## config.mk

```make
export PLATFORM = sky130hd
export DESIGN_NAME = cbs_ctrl
export DESIGN_NICKNAME = d
export VERILOG_FILES = /design/src/rtl/core/cbs_pkg.sv /design/src/rtl/core/cbs_ctrl.sv
export SDC_FILE = /design/constraint.sdc
export NUM_CORES = 1
export LEC_CHECK = 0
export BUFFER_PORTS_ARGS = -buffer_cell sky130_fd_sc_hd__buf_2
export CORE_MARGIN = 1
export CORE_UTILIZATION = 53
export CTS_BUF_LIST = sky130_fd_sc_hd__clkbuf_8
export CTS_CLUSTER_DIAMETER = 80
export DETAILED_ROUTE_END_ITERATION = 8
export HOLD_SLACK_MARGIN = 0.03
export PLACE_DENSITY = 0.91
export SLEW_MARGIN = 20
export SYNTH_ARGS = -nofsm -noshare
export SYNTH_HDL_FRONTEND = slang
export SYNTH_SLANG_ARGS = --single-unit
```

## constraint.sdc

```tcl
create_clock -name clk -period 5 [get_ports clk]
set_input_delay 0.75 -clock clk [delete_from_list [all_inputs] [get_ports clk]]
set_output_delay 0.75 -clock clk [all_outputs]
set_load 0.02 [all_outputs]
```

## src/rtl/core/cbs_pkg.sv

```systemverilog
// Shared types and constants for the codebook cleanup search block.
// Used by cbs_datapath, cbs_ctrl and codebook_cleanup_search; no dependencies.
`default_nettype none

package cbs_pkg;

  // Sizes of the store
  localparam int MaxEntries = 64;
  localparam int MaxLength  = 256;

  // Derived widths
  localparam int IdxW    = $clog2(MaxEntries);
  localparam int CntW    = $clog2(MaxEntries + 1);
  localparam int PosW    = $clog2(MaxLength);
  localparam int CbAddrW = IdxW + PosW;
  localparam int CbDepth = MaxEntries * MaxLength;

  // Field widths
  localparam int ElemW = 16;
  localparam int ProdW = 2 * ElemW;
  localparam int LenW  = 9;
  localparam int SimW  = 40;

  localparam logic [LenW-1:0] LenReset = LenW'(256);
  localparam logic [LenW-1:0] LenMax   = LenW'(MaxLength);
  localparam logic [CntW-1:0] CntFull  = CntW'(MaxEntries);

  localparam logic signed [SimW-1:0] SimMax = {1'b0, {(SimW-1){1'b1}}};
  localparam logic signed [SimW-1:0] SimMin = {1'b1, {(SimW-1){1'b0}}};

  typedef enum logic [1:0] {
    MODE_CLEAR  = 2'd0,
    MODE_ADD    = 2'd1,
    MODE_QUERY  = 2'd2,
    MODE_UNUSED = 2'd3
  } mode_t;

  typedef enum logic [1:0] {
    ST_ADDED = 2'd0,
    ST_FULL  = 2'd1,
    ST_DONE  = 2'd2,
    ST_EMPTY = 2'd3
  } status_t;

  typedef enum logic [1:0] {
    S_IDLE,
    S_RUN,
    S_DRAIN
  } state_t;

  // Controller to datapath
  typedef struct packed {
    logic            accept;
    logic            issue;
    logic [IdxW-1:0] issue_idx;
    logic            load_out;
    status_t         out_status;
  } ctl_cmd_t;

  // Datapath to controller
  typedef struct packed {
    mode_t           mode_eff;
    logic            last;
    logic [CntW-1:0] count;
    logic            full;
    logic            pipe_busy;
    logic            out_free;
  } dp_stat_t;

endpackage

`default_nettype wire

```

## src/rtl/core/cbs_ctrl.sv

```systemverilog
// Controller: accepts requests, sequences the entry sweep of each query
// element and loads results. Depends on cbs_pkg.
`default_nettype none

module cbs_ctrl (
  input  wire logic               clk,
  input  wire logic               rst,
  input  wire logic               s_tvalid,
  output logic                    s_tready,
  input  wire cbs_pkg::dp_stat_t  stat,
  output cbs_pkg::ctl_cmd_t       cmd
);
  import cbs_pkg::*;

  state_t          state;
  state_t          state_next;
  logic [IdxW-1:0] cnt;
  logic [IdxW-1:0] cnt_next;
  logic            report;
  logic            report_next;
  logic            accept;

  assign s_tready = (state == S_IDLE) && stat.out_free;
  assign accept   = s_tvalid && s_tready;

  always_ff @(posedge clk) begin
    if (rst) begin
      state  <= S_IDLE;
      cnt    <= '0;
      report <= 1'b0;
    end else begin
      state  <= state_next;
      cnt    <= cnt_next;
      report <= report_next;
    end
  end

  // Next state and commands
  always_comb begin
    state_next     = state;
    cnt_next       = cnt;
    report_next    = report;
    cmd.accept     = accept;
    cmd.issue      = 1'b0;
    cmd.issue_idx  = cnt;
    cmd.load_out   = 1'b0;
    cmd.out_status = ST_ADDED;
    case (state)
      S_IDLE: begin
        if (accept) begin
          case (stat.mode_eff)
            MODE_ADD: begin
              if (stat.last) begin
                cmd.load_out   = 1'b1;
                cmd.out_status = stat.full ? ST_FULL : ST_ADDED;
              end
            end
            MODE_QUERY: begin
              if (stat.count == '0) begin
                if (stat.last) begin
                  cmd.load_out   = 1'b1;
                  cmd.out_status = ST_EMPTY;
                end
              end else begin
                state_next  = S_RUN;
                cnt_next    = '0;
                report_next = stat.last;
              end
            end
            default: begin
            end
          endcase
        end
      end
      S_RUN: begin
        cmd.issue = 1'b1;
        cnt_next  = cnt + IdxW'(1);
        if ((CntW'(cnt) + CntW'(1)) == stat.count) begin
          state_next = S_DRAIN;
        end
      end
      S_DRAIN: begin
        if (!stat.pipe_busy) begin
          if (!report) begin
            state_next = S_IDLE;
          end else if (stat.out_free) begin
            cmd.load_out   = 1'b1;
            cmd.out_status = ST_DONE;
            state_next     = S_IDLE;
          end
        end
      end
      default: begin
        state_next = S_IDLE;
      end
    endcase
  end

endmodule

`default_nettype wire

```

=== After elaboration in Yosys (flattened, before gate mapping) ===
Cells that the tools add are included.

* Register bits: 9
* Output and inout port bits: 12
* Logic and storage cells: 48

* Add/sub/neg operators: 2
* Equality and inequality tests: 11
* Mux-type cells: 23
* Bitwise gates (word level): 1
* Reductions and logical operators: 8

{| class="wikitable"
|+ Operator list
! kind !! count
|-
| two-way mux 3 bit || 7
|-
| two-way mux 6 bit || 3
|-
| two-way mux 2 bit || 7
|-
| case mux 3 bit (2 select lines) || 2
|-
| case mux 6 bit (2 select lines) || 1
|-
| != test 2 bit (second input constant) || 4
|-
| AND reduction 4 bit || 2
|-
| adder 6 x 1 -> 7 bit (second input constant) || 1
|-
| equality test 7 bit || 1
|-
| zero test 7 bit || 1
|-
| adder 6 x 1 -> 6 bit (second input constant) || 1
|-
| case mux 2 bit (3 select lines) || 1
|-
| AND reduction 6 bit || 1
|-
| equality test 2 x 1 -> 1 bit (second input constant) || 2
|-
| equality test 2 bit (second input constant) || 2
|-
| != test 3 bit (second input constant) || 1
|-
| logical AND 1 bit || 2
|-
| zero test 2 bit || 1
|-
| two-way mux 1 bit || 2
|-
| != test 2 x 1 -> 1 bit (second input constant) || 1
|-
| nonzero test 2 bit || 1
|-
| inverter 1 bit || 1
|}

=== Depth between registers and ports, before layout ===
Gate-level depths: netlist (run 1).

* Depth after elaboration: 5
* Gate-level depth with buffers: 6

=== Worst setup path before layout (run 1) ===
No wires, ideal clock.

* Path type: input -> output
* Start point: in stat[0] (netlist name)
* End point: out cmd[2] (netlist name)
* Arrival: 2,398 ps
* Required time: 4,250 ps
* Setup slack: 1,852 ps
* Cell stages on the path: 5
* Cell sequence: nor3b_1 -> and2_1 -> nand3b_1 -> o22ai_1 -> o21bai_1

{| class="wikitable"
|+ RTL lines
! item !! RTL line !! source
|-
| start, declared || cbs_ctrl.sv:10 || <nowiki>input wire cbs_pkg::dp_stat_t stat,</nowiki>
|-
| end, declared || cbs_ctrl.sv:11 || <nowiki>output cbs_pkg::ctl_cmd_t cmd</nowiki>
|}

==> results of run 1 <==
==> metal layers <==
| layer | global-route usage (%) | up-vias |
|---|---|---|
| met1 | 26.9 | 345 |
| met5 | 0 | - |
| met4 | 5.17 | 0 |
| li1 | - | 358 |
| met3 | 10.5 | 0 |
| met2 | 45.8 | 29 |
==> worst max-delay path, stage by stage <==
cell and delay, ps:
buf_2 100, nor3b_1 220, and2_1 210, nand3b_1 130
o22ai_1 210, o21bai_1 130, buf_2 180
==> area by class of cell <==
class | instances | area [um2]
repair buffers | 27 | 135
clock buffers | 3 | 41.3
inverters | 6 | 22.5
multi-input cells | 67 | 472
flip-flops and latches | 9 | 180
well taps | 14 | 17.5
fillers | 91 | 298
clock inverters | 1 | 5.00
==> power groups by stage <==
stage	clock, mW	sequential, mW	combinational, mW
2_1_floorplan	0	0.0754	0.0182
4_1_cts	0.0894	0.0738	0.0298
5_1_grt	0.0932	0.0738	0.0321
3_5_place_dp	0	0.0752	0.0296
6_report	0.0865	0.0739	0.0299
3_3_place_gp	0	0.0751	0.0284
==> cells by family after synthesis <==
family                   count (synthesis)
AND/OR/NAND/NOR                         37
XOR/XNOR                                 8
multiplexers                             1
AO/OA/AOI/OAI                           18
flip-flops                               9
buffers and inverters                   10
adder cells (fa/ha/maj)                  3
==> metrics by stage <==
step	setup slack [ps]	area (um2)	hold slack, ps	utilization [%]
global placement	2430	827	492	70.6
finish	2320	873	519	74.6
floorplan	1850	704	483	-
detailed placement	2340	827	516	70.6
CTS	2330	873	523	74.6
global route	2240	873	575	74.6
==> how the worst max path moves through the flow <==
stage,from,to,slack (ps)
2_1_floorplan,stat[0],cmd[2],1850
3_3_place_gp,stat[0],cmd[2],2430
3_5_place_dp,stat[0],cmd[2],2340
4_1_cts,stat[0],cmd[2],2330
5_1_grt,stat[0],cmd[2],2240
6_report,stat[0],cmd[2],2320
==> cells in the mapped netlist, types with 2 or more instances <==
library cell | number | area (um2)
a21oi_1 | 4 | 20.0
a311oi_2 | 3 | 45.0
buf_4 | 2 | 15.0
dfxtp_1 | 9 | 180
ha_1 | 3 | 37.5
inv_1 | 5 | 18.8
nand2_1 | 8 | 30.0
nand2b_1 | 3 | 18.8
nand3_1 | 6 | 30.0
nor2_1 | 8 | 30.0
nor3_1 | 3 | 15.0
o21ai_0 | 2 | 10.0
or2_1 | 2 | 12.5
xnor2_1 | 6 | 52.6
xor2_1 | 2 | 17.5
==> flip-flops by register name, indices dropped and copies added (netlist names) <==
name	cells
report	1
state	2
cnt	6
==> metrics.txt, run 1 <==
leak pwr=0.369 nW; Top Metal Used=met3; Reg2Reg Depth=6; ys async rst share=0%; r2r startpoint=cnt[0]; vias per cell=5.76; reg2reg setup slack=3140 ps; DR WL met3=123 um; routed wire length=1.75 mm; Post-synth EDFFs=0; Int Power=0.140 mW; syn nets=105; Final Setup Violations=0; Cell Pwr Density=218 nW/um2; CORE AREA=1170 um2; DRC=0; Worst VDD drop=0.000176 V; Routed Antenna Nets=0; Fmax=0.373 GHz; CTS tree=built; share of cells above drive strength 1=33.6%; sequential share of the synthesized area=25.6%; Layout Skew=4.03 ps; most frequent cells in the layout=27 x buf_2, 9 x dfxtp_1, 8 x nand2_1, 8 x nor2_1; simple-gate area share of the yosys netlist=29.7%; HP Class=reg -> reg; crit path DAT=1930 ps; gr usage total=25.2%; met2 wire length=909 um; Synth warnings=0; first-pass GRT wire length=2.48 mm; CP max FO=3; DRT iter0 DRCs=26; Gate Count Post-Synth=86; routed len/inst=13.7 um; final net count=133; CTS Root Cell=clkbuf_8; Slew @ Worst Pin=299 ps; CTS Hold Buffers Added=0; Comb power frac=15.7%; met1 WL=712 um; largest net degree at the start of global routing=9; FF+latch count, synth=9; main combinational cell family by area after synthesis=simple AND/OR/NAND/NOR gates; WP data required=4250 ps; Chip Width=38.5 um; cts bufs inserted=3; Area Overhead vs Synth=24.0%; post-synthesis adder-cell area fraction=5.33%; worst r2r dst=state[0]; Rel. slew slack=79.9%; vias in the first global route=586; setup_tns=0 ps; IO Port Bufs=27; commonest non-fill, non-tap cell in the layout=buf_2; row count=12; H-Tree Depth=1; Sequential Power Share=38.8%; initial antenna violation count=0; crit path capture type=primary output; Worst Hold Path EP=cnt[1]; via count=732; I/O pins=28; ant diodes=0; Mapped Area=704 um2; Worst-Skew Late Latency=240 ps; Tot Pwr=0.190 mW; Synth Area per Inst=8.19 um2; total grt overflow=0; status=complete, no violations; Sw Ratio=26.4%; clock power share=45.5%; P_sw=0.0503 mW; final slew viol count=0; routability cong.=0.842; DP HPWL=1.40 mm; Post-synth top flop=dfxtp_1; clk buf depth=2; number of setup buffers added after CTS=0; DR pass1 iterations=4; Final Hold Fails=0; Worst Hold Path Cells=2; post-synthesis xor/xnor area fraction=9.95%; RSZ-0062 raised after global routing=no; DIE HEIGHT=38.5 um; post-layout min period=2680 ps; critical path class=in -> out; Max-Cap Viols=0; min-delay src=cnt[1]; post_cts resized=0; die area=1480 um2; count of cell types in the netlist=35; Initial Utilization=60.1%; final non-filler cell total=127; final worst path period share=53.6%; compound-gate portion of the synthesized area=20.6%; Clk pin slew, worst setup/hold paths=40 ps; clock sinks=9; Worst setup SP type=input port; placed cell count=123; mux cell area share after synthesis=1.42%
No activity file was read; power rests on OpenSTA's default activity.
==> inputs of run 2 (changes only) <==
--- a/config.mk
+++ b/config.mk
@@ -7,12 +7,12 @@
 export LEC_CHECK = 0
 export BUFFER_PORTS_ARGS = -buffer_cell sky130_fd_sc_hd__buf_2
 export CORE_MARGIN = 1
-export CORE_UTILIZATION = 53
+export CORE_UTILIZATION = 44
 export CTS_BUF_LIST = sky130_fd_sc_hd__clkbuf_8
 export CTS_CLUSTER_DIAMETER = 80
 export DETAILED_ROUTE_END_ITERATION = 8
 export HOLD_SLACK_MARGIN = 0.03
-export PLACE_DENSITY = 0.91
+export PLACE_DENSITY = 0.81
 export SLEW_MARGIN = 20
 export SYNTH_ARGS = -nofsm -noshare
 export SYNTH_HDL_FRONTEND = slang
==> constraint.sdc (replaced) <==
create_clock -name clk -period 2.3 [get_ports clk]
set_input_delay 0.345 -clock clk [delete_from_list [all_inputs] [get_ports clk]]
set_output_delay 0.345 -clock clk [all_outputs]
set_load 0.02 [all_outputs]
==> run 2 against run 1 <==
- combinational power is 110% higher
- first-iteration DRC count is 42% lower
- clock-buffer cell count stayed put
- critical endpoint unchanged
==> metrics.txt, run 2 (synthesis results as in run 1) <==
met1 WL=737 um (+3.5%); DR WL met3=126 um (+2.4%); H-Tree Depth=1 (unchanged); Worst setup SP type=flip-flop; vias in the first global route=610 (+4.1%); met2 wire length=625 um (-31%); HP Class=in -> reg; commonest non-fill, non-tap cell in the layout=buf_2; DP HPWL=1.18 mm (-15%); Cell Pwr Density=465 nW/um2 (+110%); Rel. slew slack=79.4% (-0.47 points); final net count=133 (unchanged); post_cts resized=0 (unchanged); Regs by FF count=cnt (6), state (2), report (1); reg2reg setup slack=490 ps (-2650 ps); row count=14 (+2); CTS tree=built; Worst Hold Path EP=report; via count=699 (-4.5%); max reg flops=6 (unchanged); setup_tns=0 ps (unchanged); crit path capture type=primary output; routed len/inst=11.8 um (-14%); DRC=0 (unchanged); DIE HEIGHT=42.0 um (+9.2%); routability cong.=0.858 (+2.0%); Slew @ Worst Pin=309 ps (+9.30 ps); Top Metal Used=met4; largest net degree at the start of global routing=9 (unchanged); Max-Cap Viols=0 (unchanged); initial antenna violation count=0 (unchanged); Final Hold Fails=0 (unchanged); gr usage total=19.9% (-5.3 points); ant diodes=0 (unchanged); RSZ-0062 raised after global routing=no; CP max FO=4 (+1); die area=1760 um2 (+19%); final slew viol count=0 (unchanged); Final Setup Violations=0 (unchanged); CORE AREA=1510 um2 (+29%); IO Port Bufs=27 (unchanged); Worst-Skew Late Latency=240 ps (about the same); Setup WS pre-CTS=493 ps (-1850 ps); Fillers=138 (+52%); Layout Skew=3.18 ps (-0.851 ps); min-delay src=stat[10]; WP data required=1960 ps (-2290 ps); final worst path period share=83.6%; Area Overhead vs Synth=25.0%; cts bufs inserted=3 (unchanged); leak pwr=0.372 nW (+0.94%); status=complete, no violations; number of setup buffers added after CTS=0 (unchanged); I/O pins=28 (unchanged); setup ws final=378 ps (-1940 ps); Worst VDD drop=0.000298 V (+69%); Fmax=0.520 GHz; Routed Antenna Nets=0 (unchanged); clk buf depth=2 (unchanged); worst r2r dst=state[0]; first-pass GRT wire length=2.64 mm (+6.1%); Clk pin slew, worst setup/hold paths=50 ps (about the same); crit path DAT=1580 ps (-350 ps); DRT iter0 DRCs=15 (-42%); DR pass1 iterations=4 (unchanged); Reg with most FFs=cnt; vias per cell=5.42 (-6.0%); r2r startpoint=cnt[0]; Initial Utilization=46.8% (-13 points); Chip Width=42.0 um (+9.2%); most frequent cells in the layout=27 x buf_2, 9 x dfxtp_1, 8 x nand2_1, 8 x nor2_1; CTS Hold Buffers Added=0 (unchanged); critical path class=reg -> out; share of cells above drive strength 1=34.5% (+0.88 points); Final Util=58.5% (-16 points); CTS Root Cell=clkbuf_8; total grt overflow=0 (unchanged); Reg2Reg Depth=6 (unchanged); routed wire length=1.53 mm (-12%); post-layout min period=1920 ps; Worst Hold Path Cells=3 (+1); clock sinks=9 (unchanged)
[run 2: cell counts in the layout (fill, tap and decap cells not counted)]
Identical to the previous run, type by type.
[run 2: per-layer routing]
layer	track usage [%]	vias up
met5	0	-
met4	11.3	0
met3	6.03	4
met2	29.1	30
met1	25.9	309
li1	-	356
[run 2: worst max-delay path by stage]
stage / start / depth (start not counted) / end
after detailed placement: stat[11] / 7 / cmd[2]
after floorplan: stat[0] / 5 / cmd[2]
final: state[0] / 6 / cmd[2]
after global placement: stat[11] / 7 / cmd[2]
after CTS: state[0] / 6 / cmd[2]
after global routing: state[0] / 6 / cmd[2]
[run 2: worst max-delay path, cell delays in order (launching register included)]
cell and delay (ps):
dfxtp_1 330, nor3b_2 190, and2_1 180, nand3b_1 120, o22ai_1 210, o21bai_1 130
buf_2 170
[run 2: layout make-up]
type | count | area [um2] | share of cell area [%]
Multi-Input combinational cell | 67 | 477 | 54.1
Sequential cell | 9 | 180 | 20.5
Timing Repair Buffer | 27 | 135 | 15.3
Clock buffer | 3 | 41.3 | 4.69
Inverter | 6 | 22.5 | 2.56
Tap cell | 16 | 20.0 | 2.27
Clock inverter | 1 | 5.00 | 0.568
[run 2: power by group]
part / leakage, nW / internal [mW] / total [mW] / switching, mW
registers: 0.0726 / 0.158 / 0.161 / 0.00241
logic: 0.274 / 0.0276 / 0.0638 / 0.0362
clock network: 0.0255 / 0.118 / 0.185 / 0.0668
[run 2: per-stage QoR]
stage / total power [mW] / area [um2] / hold slack (ps) / cells
global route: 0.430 / 881 / 394 / 129
detailed placement: 0.227 / 835 / 524 / 125
CTS: 0.414 / 881 / 376 / 129
floorplan: 0.204 / 709 / 483 / 86
global placement: 0.226 / 835 / 506 / 125
finish: 0.410 / 881 / 373 / 129
==> inputs of run 3 (changes only) <==
==> constraint.sdc (replaced) <==
create_clock -name clk -period 1.7 [get_ports clk]
set_input_delay 0.255 -clock clk [delete_from_list [all_inputs] [get_ports clk]]
set_output_delay 0.255 -clock clk [all_outputs]
set_load 0.02 [all_outputs]
==> run 3 against run 2 <==
- the run now ends with setup timing left
- combinational power is 65% higher
- die area is the same
- via count rose by 6.4%
- final cell count rose by 7.0%
- cell area rose by 15%
- clock skew down 0.77 ps
- largest power group unchanged
- power up 40%
==> metrics.txt, run 3 (synthesis results as in run 1) <==
cts bufs inserted=3 (unchanged); routed len/inst=13.8 um (+16%); Top Usage Layer GRT=met2; placed cell count=132 (+5.6%); DR pass1 iterations=3 (-1); die area=1760 um2 (unchanged); I/O pins=28 (unchanged); multi-input gate area in the final layout=524 um2 (+10%); Tot Pwr=0.573 mW (+40%); Initial Utilization=46.8% (unchanged); final net count=142 (+6.8%); IO Port Bufs=27 (unchanged); Layout Skew=2.41 ps (-0.771 ps); Reg with most FFs=cnt; M3 GR Usage=8.19% (+2.2 points); clk buf depth=2 (unchanged); gr usage total=23.0% (+3.1 points); CP max FO=2 (-2); Fillers=127 (-8.0%); row count=14 (unchanged); CORE AREA=1510 um2 (unchanged); routability cong.=0.804 (-6.3%); grt met1 use=26.3% (+0.41 points); CTS Hold Buffers Added=0 (unchanged); Clk pin slew, worst setup/hold paths=50 ps (about the same); setup ws final=-74.6 ps (-452 ps); CTS tree=built; Chip Width=42.0 um (unchanged); met2 Track Usage GR=37.8% (+8.7 points); routed wire length=1.90 mm (+24%); largest net degree at the start of global routing=9 (unchanged); DRT iter0 DRCs=7 (-8); area post-placement=912 um2 (+9.3%); FF+latch area=186 um2 (+3.5%); final slew viol count=0 (unchanged); DP HPWL=1.40 mm (+19%); share of cells above drive strength 1=48.4% (+14 points); post-layout min period=1770 ps; Worst setup SP type=flip-flop; Area Overhead vs Synth=43.7%; Final Util=67.2% (+8.7 points); Final Setup Violations=2 (+2); post-route cell area=1010 um2 (+15%); H-Tree Depth=1 (unchanged); first-pass GRT wire length=3.01 mm (+14%); via count=744 (+6.4%); RSZ-0062 raised after global routing=yes; HP Class=in -> reg; crit path DAT=1520 ps (-60 ps); Final Hold Fails=0 (unchanged); WP data required=1440 ps (-520 ps); initial antenna violation count=0 (unchanged); commonest non-fill, non-tap cell in the layout=buf_2; Setup WS pre-CTS=24.2 ps (-469 ps); Routed Antenna Nets=0 (unchanged); max reg flops=6 (unchanged); most frequent cells in the layout=24 x buf_2, 11 x buf_4, 8 x nand2_1, 8 x nor2_1; Max-Cap Viols=0 (unchanged); Slew @ Worst Pin=343 ps (+34.5 ps); ant diodes=0 (unchanged); status=finished with violations; final non-filler cell total=138 (+7.0%); leak pwr=0.438 nW (+18%); vias per cell=5.39 (-0.50%); vias in the first global route=711 (+17%); DIE HEIGHT=42.0 um (unchanged); Regs by FF count=cnt (6), state (2), report (1); crit path capture type=primary output; Fmax=0.563 GHz; Cell Pwr Density=566 nW/um2 (+22%); final worst path period share=104%; CTS Root Cell=clkbuf_8; total grt overflow=0 (unchanged); critical path class=reg -> out; Rel. slew slack=77.0% (-2.4 points); DRC=0 (unchanged); clock sinks=9 (unchanged); Worst VDD drop=0.000479 V (+61%); failing checks=setup timing; Worst-Skew Late Latency=240 ps (about the same)
-- run 3: changes by cell type in the layout (fill, tap and decap cells not counted), moves of 3 or more --
cell	before	now
buf_4	0	11
buf_2	27	24
dfxtp_2	0	5
dfxtp_1	9	4
-- run 3: through the flow --
stage / hold WS [ps] / setup TNS (ps)
2_1_floorplan: 402 / -27.3
3_3_place_gp: 523 / 0
3_5_place_dp: 522 / 0
4_1_cts: 276 / -131
5_1_grt: 296 / -366
6_report: 274 / -147
-- run 3: area by class of cell --
type                    instances  share of cell area, %
flip-flops and latches          9                   18.4
repair buffers                 36                   21.1
clock inverters                 1                  0.371
multi-input cells              67                   51.8
clock buffers                   3                   4.08
inverters                       6                   2.22
well taps                      16                   1.98
-- run 3: power by group --
part	total, mW	switching (mW)	internal (mW)	leakage [nW]
Combinational	0.105	0.0584	0.0469	0.336
Sequential	0.216	0.00208	0.214	0.0751
Clock	0.251	0.0928	0.158	0.0269
-- run 3: final timing paths --
path,slack [ps],from,cells after the start,end
worst min register to register,540,report,2,report
worst max-delay path,-70,state[1],6,cmd[2]
worst min-delay path,270,stat[10],3,report
worst max register to register,80,cnt[1],6,state[0]
-- run 3: timing repair --
item / in CTS / in global routing
setup endpoints to repair: 4 / 5
cloned: 0 / 0
pin swaps: 2 / 2
resized for setup: 9 / 4
setup buffers: 2 / 0
endpoints found under the hold margin: 0 / 0
-- run 3: routing by layer --
| metal | up-vias | share of wire (%) |
|---|---|---|
| li1 | 376 | - |
| met1 | 345 | 44 |
| met2 | 16 | 50 |
| met3 | 7 | 3.9 |
| met4 | 0 | 2.1 |
| met5 | - | 0 |
-- run 3: critical path: stages, from the launching register on --
cell and delay, ps:
dfxtp_2 330, nor3b_4 190, and2_4 170, nand3b_1 140
o22ai_4 180, o21bai_2 140, buf_6 130
